## src/rtl/core/grt_pkg.sv

```systemverilog
// Shared types and constants for the gradient ramp table.
// No dependencies.
package grt_pkg;

  localparam int MARKER_LIMIT_DEF = 8;
  localparam int ENT_W = 80;

  typedef enum logic [2:0] {
    CMD_ADD_COLOR = 3'd0,
    CMD_ADD_ALPHA = 3'd1,
    CMD_REM_COLOR = 3'd2,
    CMD_REM_ALPHA = 3'd3,
    CMD_SAMPLE    = 3'd4
  } cmd_t;

  typedef struct packed {
    logic        go;
    logic [15:0] num;
    logic [15:0] den;
  } div_req_t;

endpackage

```

## src/rtl/core/grt_ram.sv

```systemverilog
// Generic single-write, single-read RAM with registered read data.
// No dependencies.
module grt_ram #(
  parameter int WIDTH = 8,
  parameter int DEPTH = 8
) (
  input  logic                     clk,
  input  logic                     we,
  input  logic [$clog2(DEPTH)-1:0] waddr,
  input  logic [WIDTH-1:0]         wdata,
  input  logic [$clog2(DEPTH)-1:0] raddr,
  output logic [WIDTH-1:0]         rdata
);

  logic [WIDTH-1:0] mem [DEPTH];

  always_ff @(posedge clk) begin
    if (we) begin
      mem[waddr] <= wdata;
    end
    rdata <= mem[raddr];
  end

endmodule

```

## src/rtl/core/grt_div.sv

```systemverilog
// Iterative restoring divider: quot = (num << 16) / den, num < den, one bit per cycle.
// Depends on grt_pkg.
module grt_div import grt_pkg::*; (
  input  logic        clk,
  input  logic        rst,
  input  div_req_t    req,
  output logic        done,
  output logic        busy,
  output logic [15:0] quot
);

  logic [16:0] rem;
  logic [15:0] den;
  logic [4:0]  cnt;
  logic [16:0] r2;
  logic        ge;

  assign r2 = {rem[15:0], 1'b0};
  assign ge = r2 >= {1'b0, den};

  always_ff @(posedge clk) begin
    if (rst) begin
      busy <= 1'b0;
      done <= 1'b0;
      cnt  <= '0;
    end else begin
      done <= 1'b0;
      if (req.go) begin
        busy <= 1'b1;
        rem  <= {1'b0, req.num};
        den  <= req.den;
        cnt  <= 5'd16;
      end else if (busy) begin
        rem  <= ge ? r2 - {1'b0, den} : r2;
        quot <= {quot[14:0], ge};
        cnt  <= cnt - 5'd1;
        if (cnt == 5'd1) begin
          busy <= 1'b0;
          done <= 1'b1;
        end
      end
    end
  end

endmodule

```

## src/rtl/core/gradient_ramp_table.sv

```systemverilog
// Top level: sequencer over two marker RAMs, shared multiplier and divider.
// Depends on grt_pkg, grt_ram, grt_div.
//
// One command at a time: accepted when start is high and busy low; the result
// shows for one cycle with done, and the receiver cannot stall it. Adds shift
// markers up, removes move markers down, and a sample scans the markers of
// each table, runs the bit-serial divider for each interpolating table, then
// blends the channels and scales the color ones on the shared multiplier; one
// RAM read port per table sets the scan pace. No clearing pass after reset.
module gradient_ramp_table import grt_pkg::*; #(
  parameter int MARKER_LIMIT = MARKER_LIMIT_DEF
) (
  input  logic        clk,
  input  logic        rst,
  input  logic        start,
  output logic        busy,
  input  logic [2:0]  cmd,
  input  logic [15:0] position,
  input  logic [15:0] red_in,
  input  logic [15:0] green_in,
  input  logic [15:0] blue_in,
  input  logic [15:0] intensity_in,
  input  logic [15:0] alpha_in,
  input  logic [7:0]  index,
  output logic        done,
  output logic        ok,
  output logic [23:0] red_out,
  output logic [23:0] green_out,
  output logic [23:0] blue_out,
  output logic [15:0] alpha_out,
  output logic [3:0]  color_markers,
  output logic [3:0]  alpha_markers
);

  localparam int AW = $clog2(MARKER_LIMIT);
  localparam int CW = $clog2(MARKER_LIMIT + 1);

  typedef enum logic [3:0] {
    S_IDLE, S_INS_RD, S_INS_CHK, S_REM_RD, S_REM_WR, S_LK_LAST, S_LK_LAST_CHK,
    S_LK_RD, S_LK_CHK, S_DIV, S_BL_MUL, S_BL_ACC, S_SC_MUL, S_SC_ACC, S_FIN
  } state_t;

  state_t             state;
  logic               tsel;
  logic [CW-1:0]      i;
  logic [CW-1:0]      ccount;
  logic [CW-1:0]      acount;
  logic [15:0]        x_r;
  logic [ENT_W-1:0]   new_ent;
  logic [ENT_W-1:0]   lo_ent;
  logic [ENT_W-1:0]   hi_ent;
  logic [ENT_W-1:0]   prev_ent;
  logic [15:0]        f;
  logic [1:0]         ch;
  logic [15:0]        vals [4];
  logic signed [35:0] prod;

  logic [CW-1:0]      n;
  logic [CW:0]        i_inc;
  logic [ENT_W-1:0]   c_rd;
  logic [31:0]        a_rd;
  logic [ENT_W-1:0]   rd_ent;
  logic [15:0]        rd_pos;
  logic [AW-1:0]      raddr;
  logic [AW-1:0]      waddr;
  logic [ENT_W-1:0]   wdata;
  logic               we;
  logic signed [17:0] ma;
  logic signed [17:0] mb;
  logic [15:0]        lo_ch;
  logic [15:0]        hi_ch;
  logic [15:0]        bl_res;
  logic signed [19:0] bl_sum;
  div_req_t           dreq;
  logic               div_done;
  logic               div_busy;
  logic [15:0]        quot;

  assign busy = state != S_IDLE;
  assign color_markers = 4'(ccount);
  assign alpha_markers = 4'(acount);
  assign n = tsel ? acount : ccount;
  assign i_inc = {1'b0, i} + (CW+1)'(1);
  assign rd_ent = tsel ? {a_rd[31:16], 48'd0, a_rd[15:0]} : c_rd;
  assign rd_pos = rd_ent[79:64];

  always_comb begin
    unique case (state)
      S_INS_RD:  raddr = AW'(i - CW'(1));
      S_REM_RD:  raddr = i_inc[AW-1:0];
      S_LK_LAST: raddr = AW'(n - CW'(1));
      default:   raddr = i[AW-1:0];
    endcase
  end

  always_comb begin
    we    = 1'b0;
    waddr = i[AW-1:0];
    wdata = new_ent;
    unique case (state)
      S_INS_RD: we = i == '0;
      S_INS_CHK: begin
        we = 1'b1;
        if (rd_pos >= x_r) wdata = rd_ent;
      end
      S_REM_WR: begin
        we    = 1'b1;
        wdata = rd_ent;
      end
      default: we = 1'b0;
    endcase
  end

  grt_ram #(.WIDTH(ENT_W), .DEPTH(MARKER_LIMIT)) u_color_ram (
    .clk(clk), .we(we && !tsel), .waddr(waddr), .wdata(wdata),
    .raddr(raddr), .rdata(c_rd)
  );

  grt_ram #(.WIDTH(32), .DEPTH(MARKER_LIMIT)) u_alpha_ram (
    .clk(clk), .we(we && tsel), .waddr(waddr), .wdata({wdata[79:64], wdata[15:0]}),
    .raddr(raddr), .rdata(a_rd)
  );

  always_comb begin
    dreq.go  = state == S_LK_CHK && rd_pos >= x_r && i != '0 && rd_pos != x_r;
    dreq.num = x_r - prev_ent[79:64];
    dreq.den = rd_pos - prev_ent[79:64];
  end

  grt_div u_div (
    .clk(clk), .rst(rst), .req(dreq), .done(div_done), .busy(div_busy), .quot(quot)
  );

  always_comb begin
    unique case (ch)
      2'd0: begin lo_ch = lo_ent[63:48]; hi_ch = hi_ent[63:48]; end
      2'd1: begin lo_ch = lo_ent[47:32]; hi_ch = hi_ent[47:32]; end
      2'd2: begin lo_ch = lo_ent[31:16]; hi_ch = hi_ent[31:16]; end
      default: begin lo_ch = lo_ent[15:0]; hi_ch = hi_ent[15:0]; end
    endcase
    if (state == S_SC_MUL) begin
      ma = signed'({2'b00, vals[ch]});
      mb = signed'({2'b00, vals[3]});
    end else begin
      ma = signed'({2'b00, hi_ch}) - signed'({2'b00, lo_ch});
      mb = signed'({2'b00, f});
    end
    bl_sum = signed'({4'd0, lo_ch}) + prod[35:16];
    bl_res = bl_sum[15:0];
  end

  always_ff @(posedge clk) begin
    prod <= ma * mb;
    if (rst) begin
      state  <= S_IDLE;
      done   <= 1'b0;
      ccount <= '0;
      acount <= '0;
      tsel   <= 1'b0;
    end else begin
      done <= 1'b0;
      unique case (state)
        S_IDLE: if (start) begin
          x_r       <= position;
          ok        <= 1'b0;
          red_out   <= '0;
          green_out <= '0;
          blue_out  <= '0;
          alpha_out <= '0;
          state     <= S_FIN;
          unique case (cmd)
            CMD_ADD_COLOR: begin
              tsel    <= 1'b0;
              i       <= ccount;
              new_ent <= {position, red_in, green_in, blue_in, intensity_in};
              if (ccount < CW'(MARKER_LIMIT)) state <= S_INS_RD;
            end
            CMD_ADD_ALPHA: begin
              tsel    <= 1'b1;
              i       <= acount;
              new_ent <= {position, 48'd0, alpha_in};
              if (acount < CW'(MARKER_LIMIT)) state <= S_INS_RD;
            end
            CMD_REM_COLOR: begin
              tsel <= 1'b0;
              i    <= CW'(index);
              if (32'(index) < 32'(ccount)) state <= S_REM_RD;
            end
            CMD_REM_ALPHA: begin
              tsel <= 1'b1;
              i    <= CW'(index);
              if (32'(index) < 32'(acount)) state <= S_REM_RD;
            end
            CMD_SAMPLE: begin
              ok <= 1'b1;
              if (ccount != '0) begin
                tsel  <= 1'b0;
                state <= S_LK_LAST;
              end else begin
                red_out   <= 24'd65536;
                green_out <= 24'd65536;
                blue_out  <= 24'd65536;
                if (acount == '0) begin
                  alpha_out <= 16'hFFFF;
                end else begin
                  tsel  <= 1'b1;
                  state <= S_LK_LAST;
                end
              end
            end
            default: state <= S_FIN;
          endcase
        end
        S_INS_RD: if (i == '0) begin
          ok <= 1'b1;
          if (tsel) acount <= acount + CW'(1);
          else ccount <= ccount + CW'(1);
          state <= S_FIN;
        end else begin
          state <= S_INS_CHK;
        end
        S_INS_CHK: if (rd_pos >= x_r) begin
          i     <= i - CW'(1);
          state <= S_INS_RD;
        end else begin
          ok <= 1'b1;
          if (tsel) acount <= acount + CW'(1);
          else ccount <= ccount + CW'(1);
          state <= S_FIN;
        end
        S_REM_RD: if (i_inc >= {1'b0, n}) begin
          ok <= 1'b1;
          if (tsel) acount <= acount - CW'(1);
          else ccount <= ccount - CW'(1);
          state <= S_FIN;
        end else begin
          state <= S_REM_WR;
        end
        S_REM_WR: begin
          i     <= i_inc[CW-1:0];
          state <= S_REM_RD;
        end
        S_LK_LAST: state <= S_LK_LAST_CHK;
        S_LK_LAST_CHK: begin
          if (rd_pos <= x_r) begin
            lo_ent <= rd_ent;
            hi_ent <= rd_ent;
            f      <= '0;
            ch     <= tsel ? 2'd3 : 2'd0;
            state  <= S_BL_MUL;
          end else begin
            i     <= '0;
            state <= S_LK_RD;
          end
        end
        S_LK_RD: state <= S_LK_CHK;
        S_LK_CHK: begin
          if (rd_pos >= x_r) begin
            ch <= tsel ? 2'd3 : 2'd0;
            if (i == '0 || rd_pos == x_r) begin
              lo_ent <= rd_ent;
              hi_ent <= rd_ent;
              f      <= '0;
              state  <= S_BL_MUL;
            end else begin
              lo_ent <= prev_ent;
              hi_ent <= rd_ent;
              state  <= S_DIV;
            end
          end else begin
            prev_ent <= rd_ent;
            i        <= i + CW'(1);
            state    <= S_LK_RD;
          end
        end
        S_DIV: if (div_done) begin
          f     <= quot;
          state <= S_BL_MUL;
        end
        S_BL_MUL: state <= S_BL_ACC;
        S_BL_ACC: begin
          vals[ch] <= bl_res;
          if (ch != 2'd3) begin
            ch    <= ch + 2'd1;
            state <= S_BL_MUL;
          end else if (tsel) begin
            alpha_out <= bl_res;
            state     <= S_FIN;
          end else begin
            ch    <= 2'd0;
            state <= S_SC_MUL;
          end
        end
        S_SC_MUL: state <= S_SC_ACC;
        S_SC_ACC: begin
          unique case (ch)
            2'd0: red_out <= prod[31:8];
            2'd1: green_out <= prod[31:8];
            default: blue_out <= prod[31:8];
          endcase
          if (ch != 2'd2) begin
            ch    <= ch + 2'd1;
            state <= S_SC_MUL;
          end else if (acount == '0) begin
            alpha_out <= 16'hFFFF;
            state     <= S_FIN;
          end else begin
            tsel  <= 1'b1;
            state <= S_LK_LAST;
          end
        end
        S_FIN: begin
          done  <= 1'b1;
          state <= S_IDLE;
        end
        default: state <= S_IDLE;
      endcase
    end
  end

  a_done_single: assert property (@(posedge clk) disable iff (rst) done |=> !done)
    else $error("done held for more than one cycle");
  a_accept_busy: assert property (@(posedge clk) disable iff (rst)
    start && !busy |=> busy)
    else $error("accepted transaction did not raise busy");
  a_count_cap: assert property (@(posedge clk) disable iff (rst)
    ccount <= CW'(MARKER_LIMIT) && acount <= CW'(MARKER_LIMIT))
    else $error("marker count beyond limit");
  a_div_idle: assert property (@(posedge clk) disable iff (rst)
    !busy |-> !div_busy)
    else $error("divider running while idle");

endmodule
```

## config.mk

```make
export PLATFORM = sky130hd
export DESIGN_NAME = gradient_ramp_table
export DESIGN_NICKNAME = d
export VERILOG_FILES = /design/src/rtl/core/grt_pkg.sv /design/src/rtl/core/grt_ram.sv /design/src/rtl/core/grt_div.sv /design/src/rtl/core/gradient_ramp_table.sv
export SDC_FILE = /design/constraint.sdc
export NUM_CORES = 2
export LEC_CHECK = 0
export BUFFER_PORTS_ARGS = -buffer_cell sky130_fd_sc_hd__buf_4
export CORE_MARGIN = 2
export CORE_UTILIZATION = 55
export CTS_CLUSTER_DIAMETER = 120
export CTS_CLUSTER_SIZE = 25
export DETAILED_ROUTE_END_ITERATION = 6
export GPL_ROUTABILITY_DRIVEN = 0
export GPL_TIMING_DRIVEN = 1
export PLACE_DENSITY = 0.72
export SLEW_MARGIN = 20
export SYNTH_ARGS = -nofsm -noshare
export SYNTH_HDL_FRONTEND = slang
export SYNTH_SLANG_ARGS = --single-unit
```

## constraint.sdc

```tcl
create_clock -name clk -period 12.79 [get_ports clk]
set_input_delay 0 -clock clk [delete_from_list [all_inputs] [get_ports clk]]
set_output_delay 0 -clock clk [all_outputs]
set_load 0.005 [all_outputs]
```

* Word level (Yosys, flattened, before mapping) *
Memory sizes are Yosys's and may differ from the RTL's. A register that Yosys moved wholly into a read port is not among the register bits.
Cells that the tools add are included.
W data, S select, Z words.

storage, ports and cells
  flip-flop bits (word level) = 516
  memory bits (writable) = 960
  input port bits = 110
  memories kept = 3

memory list
  name             depth  width  rd ports  clocked after Yosys merged registers in  wr ports  line                       text
  u_color_ram.mem  8      80     1         1                                        1         grt_ram.sv:15              logic [WIDTH-1:0] mem [DEPTH];
  u_alpha_ram.mem  8      32     1         1                                        1         grt_ram.sv:15
  vals             4      16     2         1                                        1         gradient_ramp_table.sv:55  logic [15:0] vals [4];

cells by class
  add/sub/neg operators = 15
  $mul = 1
  $lt $le $gt $ge = 8
  equality and inequality tests = 49
  multiplexer cells = 114
  bitwise gates (word level) = 4
  reductions and logical operators = 51

operators with widths
  operator              number
  $pmux W80 S2          2
  $mux W16              16
  $mux W64              4
  $pmux W64 S2          2
  $pmux W16 S3          4
  $mux W80              2
  $pmux W24 S2          3
  $mux W4               29
  $mux W24              4
  $pmux W4 S14          1
  $sub A16 B16 Y16      3
  $ne A2 B2 Y1 const B  21
  $pmux W4 S5           2
  $pmux W4 S3           3
  $mux W17              2
  $mul A18 B17 Y32      1
  $eq A4 B4 Y1 const B  7
  $reduce_and A4 Y1     6
  $mux W1               21
  $reduce_bool A4 Y1    5
  $mux W18              1
  $mux W2               9
  $reduce_and A6 Y1     3
  $ge A17 B16 Y1        1
  other kinds (51)      90

* Longest topological paths before layout *
  word-level depth = 7
  mapped depth = 43

* Modules after synthesis *
From an unflattened synthesis, not the netlist that was laid out.

second synthesis, totals
  cells, all modules = 4926
  area total of the unflattened synthesis = 73832.1 um^2

by module, submodules not included
  module                  instances  cells an instance  area each (um^2)
  gradient_ramp_table     1          3231               34733.3
  grt_ram at u_color_ram  1          1018               25654.6
  grt_ram at u_alpha_ram  1          415                10466.3
  grt_div                 1          262                2977.9

* Worst setup path before layout *
No wires, ideal clock.

  kind = register -> register
  start point = register tsel
  end point = register hi_ent[0] (enable)
  setup time = 659 ps
  arrival = 9034 ps
  data required time = 12131 ps
  setup slack = 3097 ps
  stages on the path, launching flop included = 15
  path buffers = 2
  period minus slack after synthesis = 9693 ps
  cell sequence = dfxtp_1 -> buf_2 -> buf_1 -> mux2_2 -> ha_1 -> a21oi_1 -> o221ai_1 -> a221o_1 -> a21o_1 -> a21oi_2 -> or2_2 -> o21ai_0 -> nand2_1 -> nand2b_1 -> a21oi_1

on the way
  longest elaborated chain between the ends = 4
  elaborated cells between the ends (all ways) = 6
  those cells by class = order compare: 2; eq/ne: 2; mux: 1; reduce/logical: 1

ends and longest elaborated chain
  what                                              line                                                    text
  start: declaration                                gradient_ramp_table.sv:44                               logic tsel;
  start signal: assignment                          gradient_ramp_table.sv:159                              tsel <= 1'b0;
  start signal: assignment                          gradient_ramp_table.sv:173                              tsel <= 1'b0;
  start signal: assignment                          gradient_ramp_table.sv:179                              tsel <= 1'b1;
  $mux W80 (*)                                      gradient_ramp_table.sv:84                               assign rd_ent = tsel ? {a_rd[31:16], 48'd0, a_rd[15:0]} : c_rd;
  via rd_ent[66]                                    gradient_ramp_table.sv:62                               logic [ENT_W-1:0] rd_ent;
  $le A16 B16 Y1 or $ge A16 B16 Y1 (tied branches)  gradient_ramp_table.sv:245, gradient_ramp_table.sv:258
  $ne A2 B2 Y1 (no source line)                     -
  $reduce_and A4 Y1 (no source line) (*)            -
  end signal: assignment                            gradient_ramp_table.sv:247                              hi_ent <= rd_ent;
  end signal: assignment                            gradient_ramp_table.sv:262                              hi_ent <= rd_ent;
  end signal: assignment                            gradient_ramp_table.sv:267                              hi_ent <= rd_ent;
  end: declaration                                  gradient_ramp_table.sv:51                               logic [ENT_W-1:0] hi_ent;

The timed path passes the listed nets; every way through them passes the cells marked *.
A chain may end at the register's enable or synchronous reset.

* Worst setup path in the final report *
  start point = register ch[0]
  end point = register prod[31]

on the way
  longest elaborated chain between the ends = 5
  elaborated cells between the ends (all ways) = 8
  those cells by class = add/sub: 1; mul: 1; eq/ne: 2; mux: 3; reduce/logical: 1

ends and longest elaborated chain
  what                                        line                        text
  start: declaration                          gradient_ramp_table.sv:54   logic [1:0] ch;
  start signal: assignment                    gradient_ramp_table.sv:249  ch <= tsel ? 2'd3 : 2'd0;
  start signal: assignment                    gradient_ramp_table.sv:259  ch <= tsel ? 2'd3 : 2'd0;
  start signal: assignment                    gradient_ramp_table.sv:284  ch <= ch + 2'd1;
  $eq A2 B2 Y1, or another cell as far along  gradient_ramp_table.sv:135  unique case (ch)
  $pmux W16 S3                                gradient_ramp_table.sv:135
  $sub A16 B16 Y17 (*)                        gradient_ramp_table.sv:145  ma = signed'({2'b00, hi_ch}) - signed'({2'b00, lo_ch});
  $mux W18 (*)                                gradient_ramp_table.sv:141  if (state == S_SC_MUL) begin
  $mul A18 B17 Y32 (*)                        gradient_ramp_table.sv:153  prod <= ma * mb;
  end signal: assignment                      gradient_ramp_table.sv:153
  end: declaration                            gradient_ramp_table.sv:56   logic signed [35:0] prod;

Every way passes the cells marked *; elsewhere a longest branch is shown, timed or not.

==> summary.txt <==
Clocking
  – H-tree depth: 3
  – Postcts setup bufs: 0
  – CTS max path bufs: 3
  – TritonCTS clock tree: yes
  – CTS Root Cell: clkbuf_16
  – Worst-Skew Late Latency: around 0.73 ns
  – Clk slew on worst S/H paths: around 0.10 ns
  – Clock Sink Count: 1582
  – CTS buffer count: 75

Floorplan
  – Die ar.: approximately 140000 um2
  – Starting density of the core: a little under three fifths
  – # rows: about 140
  – Die height: 374 um
  – Total core area: around 140000 um2
  – IO Pins: between 200 and 250
  – Die width: between 300 and 400 um

Timing
  – Clock skew after layout: 0.0607 ns
  – Worst hold margin: 0.0504 ns
  – Final WS setup: roughly 2.3 ns
  – Total negative slack: 0 ns
  – Hold Vio Cnt, Final: 0
  – Max frequency: 95.4 MHz
  – RSZ-0062 raised after global routing: no
  – Slew headroom: around 27%
  – # setup viols final: 0
  – Final Max Tran Viols: 0
  – Worst Tran Pin Value: between 1 and 1.5 ns
  – Period minus WS final: ~10 ns
  – Period utilisation layout: between 80% and 90%

Route
  – Routed Antenna Nets: 0
  – Wl on met1: approximately 74 mm
  – Highest routed layer: met4
  – Vias per Instance: around 5.8
  – WL final: approximately 170 mm
  – Via count: 44800
  – DR pass1 iterations: 6
  – WL met2: ~83 mm
  – Initial DRC Count: 4733
  – Drt drc: 0
  – Met3 WL post-DR: ~13 mm
  – DR WL/cell: 22.6 um

Yosys
  – Yosys reg bits: about 1600
  – Post-synth EDFFs: 1423
  – Synth unique cells: between 90 and 100
  – Most common library cells after synthesis: edfxtp_1, nand2_1, inv_1
  – Mapped Nets: a little over 6000
  – Async SR Flop Fraction: 0%
  – Synth area leader: edfxtp_1
  – Top FF cell, synth: edfxtp_1
  – Synthesized area: 75200 um2
  – Top-count cell post-synth: edfxtp_1
  – Area contributors post-synth: edfxtp_1, fa_1, dfxtp_1
  – Seq/Total Area, Yosys: between 60% and 70%
  – Share of the synthesized area in the top cell type: between 50% and 60%
  – Synth Area per Inst: around 13 um2
  – Ys Warns: 0
  – Cells after Synth: 5652

Worst setup path
  – Worst path max stage delay: 0.62 ns
  – CP Max Fanout: 22
  – CP Capture Type: flip-flop
  – Critical path class: reg -> reg
  – Critical-path top delay cell: a2111oi_2
  – Worst Setup SP: ch[0]
  – Startpoint Class: flip-flop
  – CP Data Arrival Time: approximately 11 ns
  – FF-to-FF Start: ch[0]
  – CP required: approximately 13 ns

Flow run
  – Max Cap Viol: 0

Min path
  – Hold Crit Class: in -> reg
  – HP Start: position[13]

Finish
  – Design Area, Final: about 80000 um2
  – Final net count: around 6500
  – Area Growth Syn to Fin: 9.59%
  – Share of cells above drive strength 1: about 13%

Global routing
  – Vias in the first global route: roughly 44000
  – GRT Util Overall: ~25%
  – First-pass GRT wire length: approximately 270 mm
  – Grt total ovfl: 0
  – Largest net degree at the start of global routing: 160
  – Initial antenna violation count: 3

Placed design
  – Half-perimeter wire length after placement: 114 mm
  – Port Buffers: between 200 and 250
  – Area of placed instances: slightly below 80000 um2
  – Worst slack, placed: between 2 and 3 ns

Status
  – Status: finished, final reports clean
==> flip-flops by register name, indices dropped and copies added, names as in the netlist, 24 cells and up, named ones only <==
signal,count
u_color_ram.mem,640
u_alpha_ram.mem,256
new_ent,80
prev_ent,80
u_color_ram.rdata,80
hi_ent,64
lo_ent,64
vals,64
u_alpha_ram.rdata,32
blue_out,24
green_out,24
prod,24
red_out,24
==> cells by family (layout without fill, tap and decap cells) <==
kind of cell,count (synthesis),count (layout),share of synthesized area [%]
AO/OA/AOI/OAI,895,895,7.41
AND/OR/NAND/NOR,1246,1246,7.26
adder cells (fa/ha/maj),463,463,10.4
flip-flops,1582,1582,61.1
multiplexers,582,582,8.53
XOR/XNOR,115,115,1.34
buffers and inverters,769,1078,4.01
other,0,3,0
==> timing repair <==
action | CTS | global route
hold endpoints to repair | 125 | 0
hold buffers | 113 | 0
gates resized for setup | 0 | 0
==> per-stage QoR <==
step,cells,util [%]
after detailed placement,7493,58.2
after global placement,7493,58.2
final,7745,60.8
after floorplan,5652,-
after global routing,7742,60.7
after CTS,7742,60.7
==> metal layers <==
metal,global-route usage (%),vias to the layer above
li1,-,20500
met1,34.6,22300
met2,40.6,1672
met3,3.48,254
met4,8.09,0
met5,0,-
==> path summary, 6_finish.rpt <==
path	end	slack, ns	cells after the start
max reg2reg	prod[31]	2.31	39
min reg2reg	u_div.quot[15]	0.45	0
min	new_ent[77]	0.05	2
max	prod[31]	2.31	39
==> layout make-up <==
| cell class | count | area (um2) |
|---|---|---|
| antenna | 3 | 7.51 |
| clock buffer | 129 | 2160 |
| clock inverter | 7 | 131 |
| fill | 10300 | 53200 |
| inverter | 517 | 1940 |
| multi-input combinational | 3301 | 26500 |
| sequential | 1582 | 45900 |
| tap | 1781 | 2230 |
| timing repair buffer | 425 | 3490 |
==> layout by cell type (no fill, tap or decap), types with 9 or more instances in the layout <==
| cell | count |
|---|---|
| edfxtp_1 | 1423 |
| nand2_1 | 622 |
| inv_1 | 516 |
| o21ai_0 | 398 |
| buf_4 | 311 |
| mux2_2 | 282 |
| mux2i_1 | 279 |
| nor2_1 | 274 |
| fa_1 | 268 |
| ha_1 | 195 |
| dfxtp_1 | 158 |
| a21oi_1 | 125 |
| o211ai_1 | 121 |
| dlygate4sd3_1 | 113 |
| xnor2_1 | 87 |
| clkbuf_16 | 79 |
| nand2b_1 | 73 |
| nor2b_1 | 71 |
| and2_1 | 55 |
| clkbuf_1 | 50 |
| nor3_1 | 38 |
| a22oi_1 | 33 |
| xor2_1 | 28 |
| o21a_1 | 26 |
| nand3_1 | 26 |
| a21o_1 | 25 |
| a222oi_1 | 19 |
| nor2_4 | 18 |
| mux4_2 | 16 |
| a22o_1 | 16 |
| and3_1 | 15 |
| o21ai_1 | 15 |
| a31oi_1 | 11 |
| or2_2 | 9 |
| a211oi_1 | 9 |
==> worst max-delay path, delay by kind of cell (launching register included) <==
kind | cells | cell delay, ns
muxes | 1 | 0.37
xor gates and xnor gates | 2 | 0.24
AOI/OAI and AO/OA | 14 | 3.50
adders and majority gates | 10 | 4.37
DFF | 1 | 0.43
and+or+nand+nor | 4 | 0.44
buffers and inverters | 8 | 0.96
Power is not shown: default switching activity piles up to over one toggle a cycle in this logic, so the estimate is an artifact.
